==> src/sv/nfsg_pkg.sv <==
// shared types and constants for the nor flash sector geometry block
// no dependencies; imported by every other file of the block
package nfsg_pkg;

    localparam int WORD_COUNT = 4;
    localparam int IDX_W      = 2;

    localparam logic [31:0] MAX32 = 32'hFFFF_FFFF;

    // result status codes
    localparam logic [1:0] STAT_OK        = 2'd0;
    localparam logic [1:0] STAT_MISS      = 2'd1;
    localparam logic [1:0] STAT_BAD_GEO   = 2'd2;
    localparam logic [1:0] STAT_BAD_RANGE = 2'd3;

    // configuration register indexes
    localparam logic [2:0] REG_TOTAL   = 3'd0;
    localparam logic [2:0] REG_TOPDOWN = 3'd1;
    localparam logic [2:0] REG_DEVICE  = 3'd2;
    localparam logic [2:0] REG_WORD_A  = 3'd3;
    localparam logic [2:0] REG_WORD_B  = 3'd4;
    localparam logic [2:0] REG_WORD_C  = 3'd5;
    localparam logic [2:0] REG_WORD_D  = 3'd6;

    localparam logic [63:0] WORD_A_RESET = 64'd274877972480;

    typedef enum logic [3:0] {
        ST_BSTART,
        ST_BMUL,
        ST_BACC,
        ST_BCHK,
        ST_BLAY,
        ST_IDLE,
        ST_LOOK,
        ST_SDIV,
        ST_WALK,
        ST_WDIV,
        ST_OUT
    } state_t;

    typedef enum logic [3:0] {
        OP_NONE,
        OP_BSTART,
        OP_BMUL,
        OP_BACC,
        OP_BCHK,
        OP_BLAY,
        OP_QLOAD,
        OP_LOOK,
        OP_SECT,
        OP_WALK,
        OP_WACC,
        OP_OUT
    } dp_op_t;

    typedef struct packed {
        dp_op_t op;
    } dp_cmd_t;

    typedef struct packed {
        logic cfg_bad;
        logic acc_fail;
        logic acc_last;
        logic chk_fail;
        logic lay_last;
        logic look_stop;
        logic div_done;
        logic func1;
        logic walk_stop;
        logic wacc_stop;
        logic out_free;
    } dp_stat_t;

    typedef struct packed {
        logic [31:0] ebytes;
        logic [31:0] secs;
        logic [1:0]  region;
        logic [31:0] bytes;
        logic [31:0] stop;
        logic [31:0] start;
        logic [1:0]  status;
    } res_t;

endpackage

==> src/sv/nfsg_ctrl.sv <==
// controller state machine: map build sequence and query sequence
// depends on nfsg_pkg; drives the datapath by command, reads its status
module nfsg_ctrl
    import nfsg_pkg::*;
(
    input  logic     aclk,
    input  logic     aresetn,
    input  logic     cfg_we,
    input  logic     in_valid,
    output logic     in_ready,
    output dp_cmd_t  cmd,
    input  dp_stat_t stat
);

    state_t state_reg;
    state_t state_next;

    always_ff @(posedge aclk) begin
        if (!aresetn) begin
            state_reg <= ST_BSTART;
        end else begin
            state_reg <= state_next;
        end
    end

    always_comb begin
        state_next = state_reg;
        if (cfg_we) begin
            state_next = ST_BSTART;
        end else begin
            unique case (state_reg)
                ST_BSTART: state_next = stat.cfg_bad ? ST_IDLE : ST_BMUL;
                ST_BMUL:   state_next = ST_BACC;
                ST_BACC: begin
                    priority if (stat.acc_fail) state_next = ST_IDLE;
                    else if (stat.acc_last)     state_next = ST_BCHK;
                    else                        state_next = ST_BMUL;
                end
                ST_BCHK:   state_next = stat.chk_fail ? ST_IDLE : ST_BLAY;
                ST_BLAY:   state_next = stat.lay_last ? ST_IDLE : ST_BLAY;
                ST_IDLE:   state_next = in_valid ? ST_LOOK : ST_IDLE;
                ST_LOOK:   state_next = stat.look_stop ? ST_OUT : ST_SDIV;
                ST_SDIV: begin
                    if (stat.div_done) begin
                        state_next = stat.func1 ? ST_WALK : ST_OUT;
                    end
                end
                ST_WALK:   state_next = stat.walk_stop ? ST_OUT : ST_WDIV;
                ST_WDIV: begin
                    if (stat.div_done) begin
                        state_next = stat.wacc_stop ? ST_OUT : ST_WALK;
                    end
                end
                ST_OUT:    state_next = stat.out_free ? ST_IDLE : ST_OUT;
                default:   state_next = ST_BSTART;
            endcase
        end
    end

    always_comb begin
        in_ready = 1'b0;
        cmd.op   = OP_NONE;
        unique case (state_reg)
            ST_BSTART: cmd.op = OP_BSTART;
            ST_BMUL:   cmd.op = OP_BMUL;
            ST_BACC:   cmd.op = OP_BACC;
            ST_BCHK:   cmd.op = OP_BCHK;
            ST_BLAY:   cmd.op = OP_BLAY;
            ST_IDLE: begin
                in_ready = !cfg_we;
                cmd.op   = (in_valid && !cfg_we) ? OP_QLOAD : OP_NONE;
            end
            ST_LOOK:   cmd.op = OP_LOOK;
            ST_SDIV:   cmd.op = OP_SECT;
            ST_WALK:   cmd.op = OP_WALK;
            ST_WDIV:   cmd.op = OP_WACC;
            ST_OUT:    cmd.op = OP_OUT;
            default:   cmd.op = OP_NONE;
        endcase
    end

endmodule

==> config.mk <==
export PLATFORM = sky130hd
export DESIGN_NAME = nfsg_ctrl
export DESIGN_NICKNAME = d
export VERILOG_FILES = /design/src/sv/nfsg_pkg.sv /design/src/sv/nfsg_ctrl.sv
export SDC_FILE = /design/constraint.sdc
export NUM_CORES = 1
export LEC_CHECK = 0
export BUFFER_PORTS_ARGS = -buffer_cell sky130_fd_sc_hd__buf_4
export CELL_PAD_IN_SITES_DETAIL_PLACEMENT = 1
export CELL_PAD_IN_SITES_GLOBAL_PLACEMENT = 2
export CORE_MARGIN = 4
export CORE_UTILIZATION = 23
export CTS_CLUSTER_DIAMETER = 200
export DETAILED_ROUTE_END_ITERATION = 7
export PLACE_DENSITY = 0.76
export SLEW_MARGIN = 20
export SYNTH_ARGS = -nofsm -noshare
export SYNTH_HDL_FRONTEND = slang
export SYNTH_SLANG_ARGS = --single-unit
==> constraint.sdc <==
create_clock -name aclk -period 1.9 [get_ports aclk]
set_clock_uncertainty 0.15 [all_clocks]
set_input_delay 0.095 -clock aclk [delete_from_list [all_inputs] [get_ports aclk]]
set_output_delay 0.095 -clock aclk [all_outputs]
set_load 0.005 [all_outputs]
# After elaboration in Yosys (flattened, before gate mapping)
# Index checks and enable logic that the tools add are counted.
# word_totals
regBits	4
in_bits	15
out_inout_bits	5
elab_cells	36
# classes
n_eq_ne	12
mux	17
bitwise_logic	1
n_reduce_logical	5
# ops
operator	count
$pmux 4 s11	2
$eq 4x3->1 const B	4
$mux 4	4
$eq 4x4->1 const B	3
$mux 2	5
$mux 3	3
$eq 4x2->1 const B	2
$eq 4x1->1 const B	1
$logic_not 4->1	1
$ne 2x2->1 const B	2
$mux 1	3
$reduce_and 2->1	1
$reduce_or 2->1	1
$logic_and 1x1->1	1
$logic_not 1->1	1
$not 1->1	1

# Logic depth before layout (Yosys ltp)
# Gate-level depths: netlist of the first run.
# depth
depth_word	4
depth_mapped	6
mapped_depth_nobuf	4

# Least setup slack after synthesis of the first run
# No wires, ideal clock.
# synth_timing
path_kind	register to register
startpoint	register state_reg[2]
endpoint	register state_reg[1]
setup_ns	0.125
arrival_ns	1.083
required_time_ns	1.625
setup_slack_ns	0.543
path_stages_with_launch	6
path_buffers	1
synth_period_minus_slack_ns	1.357
path_cell_list	dfxtp_1 -> buf_4 -> inv_2 -> or3_1 -> a41oi_2 -> a211oi_2
# synth_via
elab_chain_len	3
word_cells_on_any_way	15
classes_between	eq/ne (12); mux (1); reduce/logical (2)
# synth_rtl
item	line	source
from (decl)	nfsg_ctrl.sv:15	state_t state_reg;
from (signal assigned)	nfsg_ctrl.sv:22	state_reg <= state_next;
$eq 4x3->1 / $eq 4x4->1 (equally long branches)	nfsg_ctrl.sv:31	unique case (state_reg)
$ne 2x2->1 (no source line)	--	
$reduce_and 2->1 (no source line)	--	
# Parallel ways exist; a longest one is shown, timed or not.
# A chain may end at the register's enable or synchronous reset.

==> results of run 1 <==
==> Yosys cell counts <==
cell type / count / area, µm²
a21oi_2: 1 / 8.76
o2111ai_1: 1 / 8.76
a211oi_1: 1 / 7.51
or3b_1: 1 / 8.76
o21ai_0: 8 / 40.0
nand3b_1: 2 / 15.0
mux2i_1: 3 / 30.0
or3_1: 1 / 6.26
inv_2: 1 / 3.75
dfxtp_1: 4 / 80.1
a21oi_1: 5 / 25.0
a31oi_1: 3 / 18.8
a211oi_2: 1 / 12.5
nor2_1: 3 / 11.3
nand2b_1: 5 / 31.3
o311a_1: 1 / 10.0
buf_4: 2 / 15.0
a211o_1: 1 / 8.76
nand4_1: 1 / 6.26
or2b_1: 1 / 7.51
a221oi_1: 2 / 17.5
nor3_1: 3 / 15.0
buf_2: 5 / 25.0
nand2_1: 2 / 7.51
nor3b_1: 1 / 7.51
inv_1: 4 / 15.0
a41oi_2: 1 / 16.3
o21ai_1: 1 / 5.00
o32ai_1: 1 / 8.76
o211ai_1: 1 / 7.51
==> through the flow <==
step                      std cells  hold WS (ps)
after global routing            112          77.3
final                           112          61.8
after detailed placement        109           304
after global placement          109           300
after floorplan                  67          74.2
after CTS                       112          59.4
==> worst reg2reg max path, delay by kind of cell (launching register included) <==
family | cells | cell delay [ps]
flops | 1 | 470
simple gates | 1 | 370
compound gates | 2 | 300
buf+inv | 1 | 90
==> cells in the final DEF (no fill, tap or decap), types with 2 or more instances in the layout <==
master,netlist,layout
o21ai_0,8,8
nand3b_1,2,2
nor2_1,3,3
nor3_1,3,3
clkbuf_4,0,3
inv_1,4,4
a221oi_1,2,2
nand2b_1,5,5
a21oi_1,5,5
mux2i_1,3,3
a31oi_1,3,3
dfxtp_1,4,3
buf_4,2,22
nand2_1,2,2
==> power breakdown <==
group	switching (µW)	internal, µW
combinational	38.2	47.7
clock	37.9	70.9
sequential	6.93	87.9
total	83.0	206
==> cells by family (layout without fill, tap and decap cells) <==
logic type	Yosys count	after routing	share of synthesized area [%]
flip-flops	4	4	16.7
AND/OR/NAND/NOR	20	20	24.2
buffers and inverters	12	30	12.2
AO/OA/AOI/OAI	28	28	40.6
multiplexers	3	3	6.25
==> worst paths after layout <==
check / start / endpoint / slack [ps]
setup reg to reg: state_reg[2] / state_reg[1] / 400
setup / recovery: state_reg[1] / cmd[2] / 240
hold / removal: in_valid / state_reg[0] / 60
hold reg to reg: state_reg[1] / state_reg[3] / 530
==> metal layers <==
layer / share of wire [%] / vias to the layer above
met4: 0 / 0
met5: 0 / -
met3: 3.4 / 0
met2: 47 / 13
met1: 50 / 264
li1: - / 290
==> layout make-up <==
class / instances / area [µm²]
sequential: 4 / 81.3
timing repair buffer: 22 / 165
tap: 27 / 33.8
inverter: 5 / 18.8
multi-input combinational: 51 / 342
fill: 244 / 1320
clock buffer: 3 / 22.5
==> what timing repair did <==
action	4_1_cts	5_1_grt
gates resized for setup	0	1
hold endpoints to repair	0	0
setup endpoints to repair	0	2
==> impl_metrics.json, run 1 <==
{
  "status": "finished clean",
  "critical_path_buf_inv_count": 1,
  "setup_violations": 0,
  "power.density_mw_per_mm2": 437,
  "dr.pass1.iters": 4,
  "die_h_um": 53.7,
  "worstPathCellList": "o311a_1, a211oi_1, buf_4",
  "grt_use_met1_pct": 18.1,
  "clkSinkCount": 4,
  "area_growth_pct": 38.0,
  "clk_pin_slew_ps": 40,
  "remaining_drc_errors": 0,
  "drtAntennaViolNets": 0,
  "critPathTopFamily": "compound AO/OA/AOI/OAI gates",
  "cts_buffer_depth": 2,
  "yosysSeqAreaShare_pct": 16.7,
  "final_net_count": 102,
  "cp.arrival_ps": 1410,
  "cp-end-kind": "primary output",
  "syn_area_um2": 480,
  "critical_path.max_stage_delay_ps": 410,
  "antenna_found_initial": 0,
  "cp.depth": 3,
  "ys_types": 30,
  "cts-root-buf": "clkbuf_4",
  "drtIter0Drc": 4,
  "die_width_um": 53.7,
  "synth_warnings": 0,
  "layout_setup_ws_ps": 243,
  "cts_tree": "built",
  "cts_inserted_buffers": 3,
  "post-route-cell-area_um2": 663,
  "ys_seq_elements": 4,
  "io_pins": 20,
  "drv_slew": 0,
  "dp_hpwl_um": 1170,
  "grt-busiest-layer": "met2",
  "routed_via_density": 5.06,
  "worstPathMaxFanout": 19,
  "synth_area_per_cell_um2": 7.17,
  "r2r_cells": 4,
  "final_util_pct": 33.5,
  "placed_area_um2": 639,
  "cts_htree_levels": 1,
  "io_buffers": 19,
  "rows": 16,
  "antennaDiodeCount": 0,
  "track_usage_pct": 13.0,
  "routabilityCongestion": 0.733,
  "drive_above_1_share_pct": 35.3,
  "crit_path_top_delay_cell": "dfxtp_2",
  "start_util_pct": 24.2,
  "max_cap_violations": 0,
  "hold_depth": 4,
  "rsz0062_at_grt": "no",
  "setup_tns_ps": 0,
  "dieArea_mm2": 0.00288,
  "hold_buffers": 0,
  "period_minus_slack_ps": 1660,
  "clock_latency_ps": 240,
  "synth.net_count": 82,
  "largest_reg_flops": 4,
  "fin_total_pwr_uw": 289,
  "gr-usage-met3_pct": 2.77,
  "fmax_ghz": 0.604,
  "overflow": 0,
  "ir_drop_uv": 150,
  "syn_inst": 67,
  "grt_use_met2_pct": 18.5,
  "tightest_slew_ps": 423,
  "fin_crit_sh_pct": 87.2,
  "timing_hold_violations_final": 0,
  "grt_pass1_vias": 572,
  "grt_max_degree": 20,
  "p_leak_uw": 0.000253,
  "worstSetupPathType": "flip-flop to primary output",
  "min_path_type": "input port to flip-flop",
  "core_area_mm2": 0.00198,
  "vias": 567,
  "routedWlPerCell_um": 13.8,
  "cts_setup_buffers": 0,
  "worstPathRequired_ps": 1650,
  "pre_cts_ws_ps": 337,
  "wirelength_um": 1550,
  "cp-start-kind": "flip-flop",
  "slew_headroom_pct": 71.8,
  "grt_pass1_wl_um": 2730
}
(Power assumes the default switching activity.)
==> run 2, diff against run 1 <==
--- a/config.mk
+++ b/config.mk
@@ -6,7 +6,7 @@
 export NUM_CORES = 1
 export LEC_CHECK = 0
 export BUFFER_PORTS_ARGS = -buffer_cell sky130_fd_sc_hd__buf_4
-export CELL_PAD_IN_SITES_DETAIL_PLACEMENT = 1
+export CELL_PAD_IN_SITES_DETAIL_PLACEMENT = 0
 export CELL_PAD_IN_SITES_GLOBAL_PLACEMENT = 2
 export CORE_MARGIN = 4
 export CORE_UTILIZATION = 23
==> run 2 against run 1 <==
Compared with the run above:
- worst hold slack lost 4.0 ps
- critical path type unchanged
- first-iteration DRC count grew to 2.8 times the previous value
- sequential share of layout area is the same
==> impl_metrics.json, run 2 (synthesis results as in run 1) <==
{
  "status": "finished clean",
  "clk_pin_slew_ps": 40,
  "cp-endpoint": "cmd[2]",
  "dp_cells": 109,
  "slew_headroom_pct": 72.3,
  "setup_violations": 0,
  "drive_above_1_share_pct": 35.3,
  "cts_inserted_buffers": 3,
  "grt_pass1_wl_um": 2320,
  "routabilityCongestion": 0.733,
  "worstPathCellList": "o311a_1, a211oi_1, buf_4",
  "cp-startpoint": "state_reg[1]",
  "routedWlPerCell_um": 12.6,
  "fin_cells": 112,
  "reg2reg_from": "state_reg[2]",
  "drv_slew": 0,
  "io_buffers": 19,
  "vias": 576,
  "overflow": 0,
  "hold_buffers": 0,
  "worstPathMaxFanout": 19,
  "p_leak_uw": 0.000253,
  "cp.arrival_ps": 1410,
  "ir_drop_uv": 189,
  "timing_hold_violations_final": 0,
  "drtAntennaViolNets": 0,
  "critical_path.max_stage_delay_ps": 410,
  "max_cap_violations": 0,
  "core_area_mm2": 0.00198,
  "cts_tree": "built",
  "dieArea_mm2": 0.00288,
  "die_h_um": 53.7,
  "grt_max_degree": 20,
  "fmax_ghz": 0.603,
  "cts_htree_levels": 1,
  "largest_reg_flops": 4,
  "reg2reg_slack_ps": 420,
  "nFillCells": 229,
  "min_path_type": "input port to flip-flop",
  "area_growth_pct": 38.0,
  "worstPathRequired_ps": 1650,
  "grt_pass1_vias": 513,
  "worstSetupPathType": "flip-flop to primary output",
  "clkSinkCount": 4,
  "final_common_cell": "buf_4",
  "seq_area_um2": 81.3,
  "power.density_mw_per_mm2": 435,
  "cts-root-buf": "clkbuf_4",
  "antennaDiodeCount": 0,
  "cp-end-kind": "primary output",
  "tightest_slew_ps": 415,
  "dr.pass1.iters": 6,
  "r2r_cells": 4,
  "remaining_drc_errors": 0,
  "antenna_found_initial": 0,
  "track_usage_pct": 11.0,
  "final_util_pct": 33.5,
  "die_width_um": 53.7,
  "routed_via_density": 5.14,
  "io_pins": 20,
  "fin_crit_sh_pct": 87.3,
  "cp-start-kind": "flip-flop",
  "period_minus_slack_ps": 1660,
  "drtIter0Drc": 11,
  "fin_total_pwr_uw": 288,
  "dp_hpwl_um": 1070,
  "cts_buffer_depth": 2,
  "cts_setup_buffers": 0,
  "crit_path_top_delay_cell": "dfxtp_2",
  "multiInputGateArea_um2": 342,
  "wirelength_um": 1410,
  "rsz0062_at_grt": "no",
  "reg2reg_to": "state_reg[1]",
  "rows": 16,
  "clock_latency_ps": 240,
  "final_net_count": 102,
  "final_cell_mix": "buf_4, o21ai_0, a21oi_1, nand2b_1, inv_1",
  "setup_tns_ps": 0,
  "start_util_pct": 24.2
}
## run 2: stage by stage
| step | instance area [µm²] | setup WS [ps] | hold slack [ps] |
|---|---|---|---|
| global route | 663 | 112 | 60.0 |
| floorplan | 480 | 543 | 74.2 |
| global placement | 639 | 346 | 300 |
| detailed placement | 639 | 337 | 304 |
| finish | 663 | 241 | 57.8 |
| CTS | 662 | 70.3 | 55.1 |
## run 2: worst min path at each step
stage	startpoint	end	slack, ps	cells past startpoint
floorplan	cfg_we	in_ready	70	1
global placement	cfg_we	in_ready	300	3
detailed placement	cfg_we	in_ready	300	3
CTS	in_valid	state_reg[0]	60	4
global route	aresetn	state_reg[2]	60	3
finish	in_valid	state_reg[0]	60	4
## run 2: what timing repair did
| item | in CTS | in global routing |
|---|---|---|
| gates resized for setup | 0 | 1 |
| endpoints found under the setup margin | 0 | 1 |
| endpoints found under the hold margin | 0 | 0 |
## run 2: area by class of cell
class	count	area share, %
Multi-Input combinational cell	51	51.5
Timing Repair Buffer	22	24.9
Sequential cell	4	12.3
Tap cell	27	5.09
Clock buffer	3	3.40
Inverter	5	2.83
## run 2: layer usage
metal	track usage [%]	vias to the layer above	routed length [µm]
met5	0	-	0
met4	5.11	0	0
met3	2.77	0	104
met2	15.5	29	619
met1	15.4	259	685
li1	-	288	-
## run 2: critical path: cells and delay by family, from the launching register on
family	cells	cell delay, ps
AOI/OAI and AO/OA	2	610
buffers and inverters	1	150
DFF	1	410
## run 2: report_power, final
part	internal, µW	switching (µW)	leakage [µW]
combinational	47.7	37.0	0.000207
clock	70.9	38.4	0.0000138
sequential	87.9	6.45	0.0000331
total	206	81.8	0.000253
==> run 3, diff against run 2 <==
--- a/config.mk
+++ b/config.mk
@@ -8,6 +8,7 @@
 export BUFFER_PORTS_ARGS = -buffer_cell sky130_fd_sc_hd__buf_4
 export CELL_PAD_IN_SITES_DETAIL_PLACEMENT = 0
 export CELL_PAD_IN_SITES_GLOBAL_PLACEMENT = 2
+export CORE_ASPECT_RATIO = 0.8
 export CORE_MARGIN = 4
 export CORE_UTILIZATION = 23
 export CTS_CLUSTER_DIAMETER = 200
==> run 3 against run 2 <==
Compared with the run above:
- sequential power is 5.0% higher
- worst hold slack worse by 12 ps
- sequential share of layout area is 0.069 points lower
- cell count is 1.8% lower
- worst setup slack worse by 2.2 ps
- first-iteration DRC count is 9.1% higher
- via count is 1.0% lower
- count of clock-buffer cells in the layout stayed put
- critical endpoint unchanged
==> impl_metrics.json, run 3 (synthesis results as in run 1) <==
{
  "cp-start-kind": "flip-flop",
  "period_minus_slack_ps": 1660,
  "core_area_mm2": 0.00193,
  "rsz0062_at_grt": "no",
  "track_usage_pct": 10.9,
  "fin_crit_sh_pct": 87.4,
  "final_net_count": 103,
  "p_leak_uw": 0.000259,
  "dieArea_mm2": 0.00289,
  "worstPathMaxFanout": 9,
  "clkSinkCount": 4,
  "clk_pin_slew_ps": 40,
  "area_growth_pct": 38.8,
  "nFillCells": 219,
  "setup_tns_ps": 0,
  "grt_pass1_wl_um": 2460,
  "hold_buffers": 0,
  "max_cap_violations": 0,
  "routed_via_density": 5.18,
  "final_util_pct": 34.6,
  "post-route-cell-area_um2": 667,
  "cts_tree": "built",
  "drive_above_1_share_pct": 36.0,
  "final_cell_mix": "buf_4, o21ai_0, a21oi_1, nand2b_1, inv_1",
  "die_h_um": 48.9,
  "remaining_drc_errors": 0,
  "cts_inserted_buffers": 3,
  "layout_setup_ws_ps": 239,
  "wirelength_um": 1440,
  "timing_hold_violations_final": 0,
  "die_width_um": 59.1,
  "critical_path.max_stage_delay_ps": 400,
  "cp-end-kind": "primary output",
  "cts_htree_levels": 1,
  "dp_hpwl_um": 1130,
  "ir_drop_uv": 119,
  "reg2reg_slack_ps": 300,
  "vias": 570,
  "status": "finished clean",
  "placed_area_um2": 643,
  "worstSetupPathType": "flip-flop to primary output",
  "antenna_found_initial": 0,
  "grt_max_degree": 17,
  "cp-startpoint": "state_reg[1]",
  "tightest_slew_ps": 408,
  "antennaDiodeCount": 0,
  "routabilityCongestion": 0.749,
  "power.density_mw_per_mm2": 427,
  "crit_path_top_delay_cell": "dfxtp_1",
  "min_path_type": "input port to flip-flop",
  "io_buffers": 19,
  "rows": 14,
  "drv_slew": 0,
  "grt_pass1_vias": 546,
  "final_common_cell": "buf_4",
  "clock_latency_ps": 230,
  "worstPathCellList": "o311a_1, a211oi_1, buf_4",
  "fmax_ghz": 0.602,
  "drtAntennaViolNets": 0,
  "cp.arrival_ps": 1420,
  "hp-start": "aresetn",
  "start_util_pct": 24.9,
  "routedWlPerCell_um": 13.1,
  "seq_area_um2": 81.3,
  "cts_setup_buffers": 0,
  "reg2reg_from": "state_reg[1]",
  "cts_buffer_depth": 2,
  "dr.pass1.iters": 4,
  "multiInputGateArea_um2": 342,
  "io_pins": 20,
  "overflow": 0,
  "pre_cts_ws_ps": 305,
  "largest_reg_flops": 4,
  "worstPathRequired_ps": 1650,
  "cts-root-buf": "clkbuf_4",
  "setup_violations": 0,
  "drtIter0Drc": 12,
  "slew_headroom_pct": 72.8
}
## run 3: cell types whose count changed in the layout (fill, tap and decap cells not counted)
| cell | previous run | this run |
|---|---|---|
| buf_4 | 22 | 23 |
## run 3: power by group
part	switching, µW	total [µW]	internal, µW
sequential	10.9	99.0	88.1
clock	34.5	105	70.6
combinational	32.9	80.3	47.4
total	78.3	284	206
## run 3: path summary, 6_finish.rpt
path                  end  cells after the start
max                cmd[2]                      3
min          state_reg[2]                      3
max reg2reg  state_reg[1]                      4
min reg2reg  state_reg[3]                      2
## run 3: final cells by class
| class | count | area share [%] |
|---|---|---|
| clock buffers | 3 | 3.38 |
| multi-input cells | 51 | 51.2 |
| inverters | 5 | 2.81 |
| flip-flops and latches | 4 | 12.2 |
| well taps | 24 | 4.50 |
| repair buffers | 23 | 25.9 |
## run 3: per-stage QoR
step | total power (µW) | instances | hold slack [ps]
after floorplan | 140 | 67 | 74.2
after CTS | 288 | 110 | 46.8
after global placement | 181 | 107 | 304
final | 284 | 110 | 46.1
after global routing | 301 | 110 | 86.9
after detailed placement | 180 | 107 | 292
## run 3: worst max-delay path: cells and delay by family, from the launching register on
family / cells / cell delay (ps)
compound gates: 2 / 620
buf+inv: 1 / 150
flops: 1 / 400
## run 3: per-layer routing
layer	share of wire (%)	track usage [%]	up-vias
met5	0	0	-
met4	1.3	5.66	0
met3	3.8	2.38	2
met2	44	15.1	15
met1	51	15.4	260
li1	-	-	293
## run 3: repair_timing
| item | CTS | global route |
|---|---|---|
| setup endpoints to repair | 0 | 1 |
| gates resized for setup | 0 | 1 |
| hold endpoints to repair | 0 | 0 |
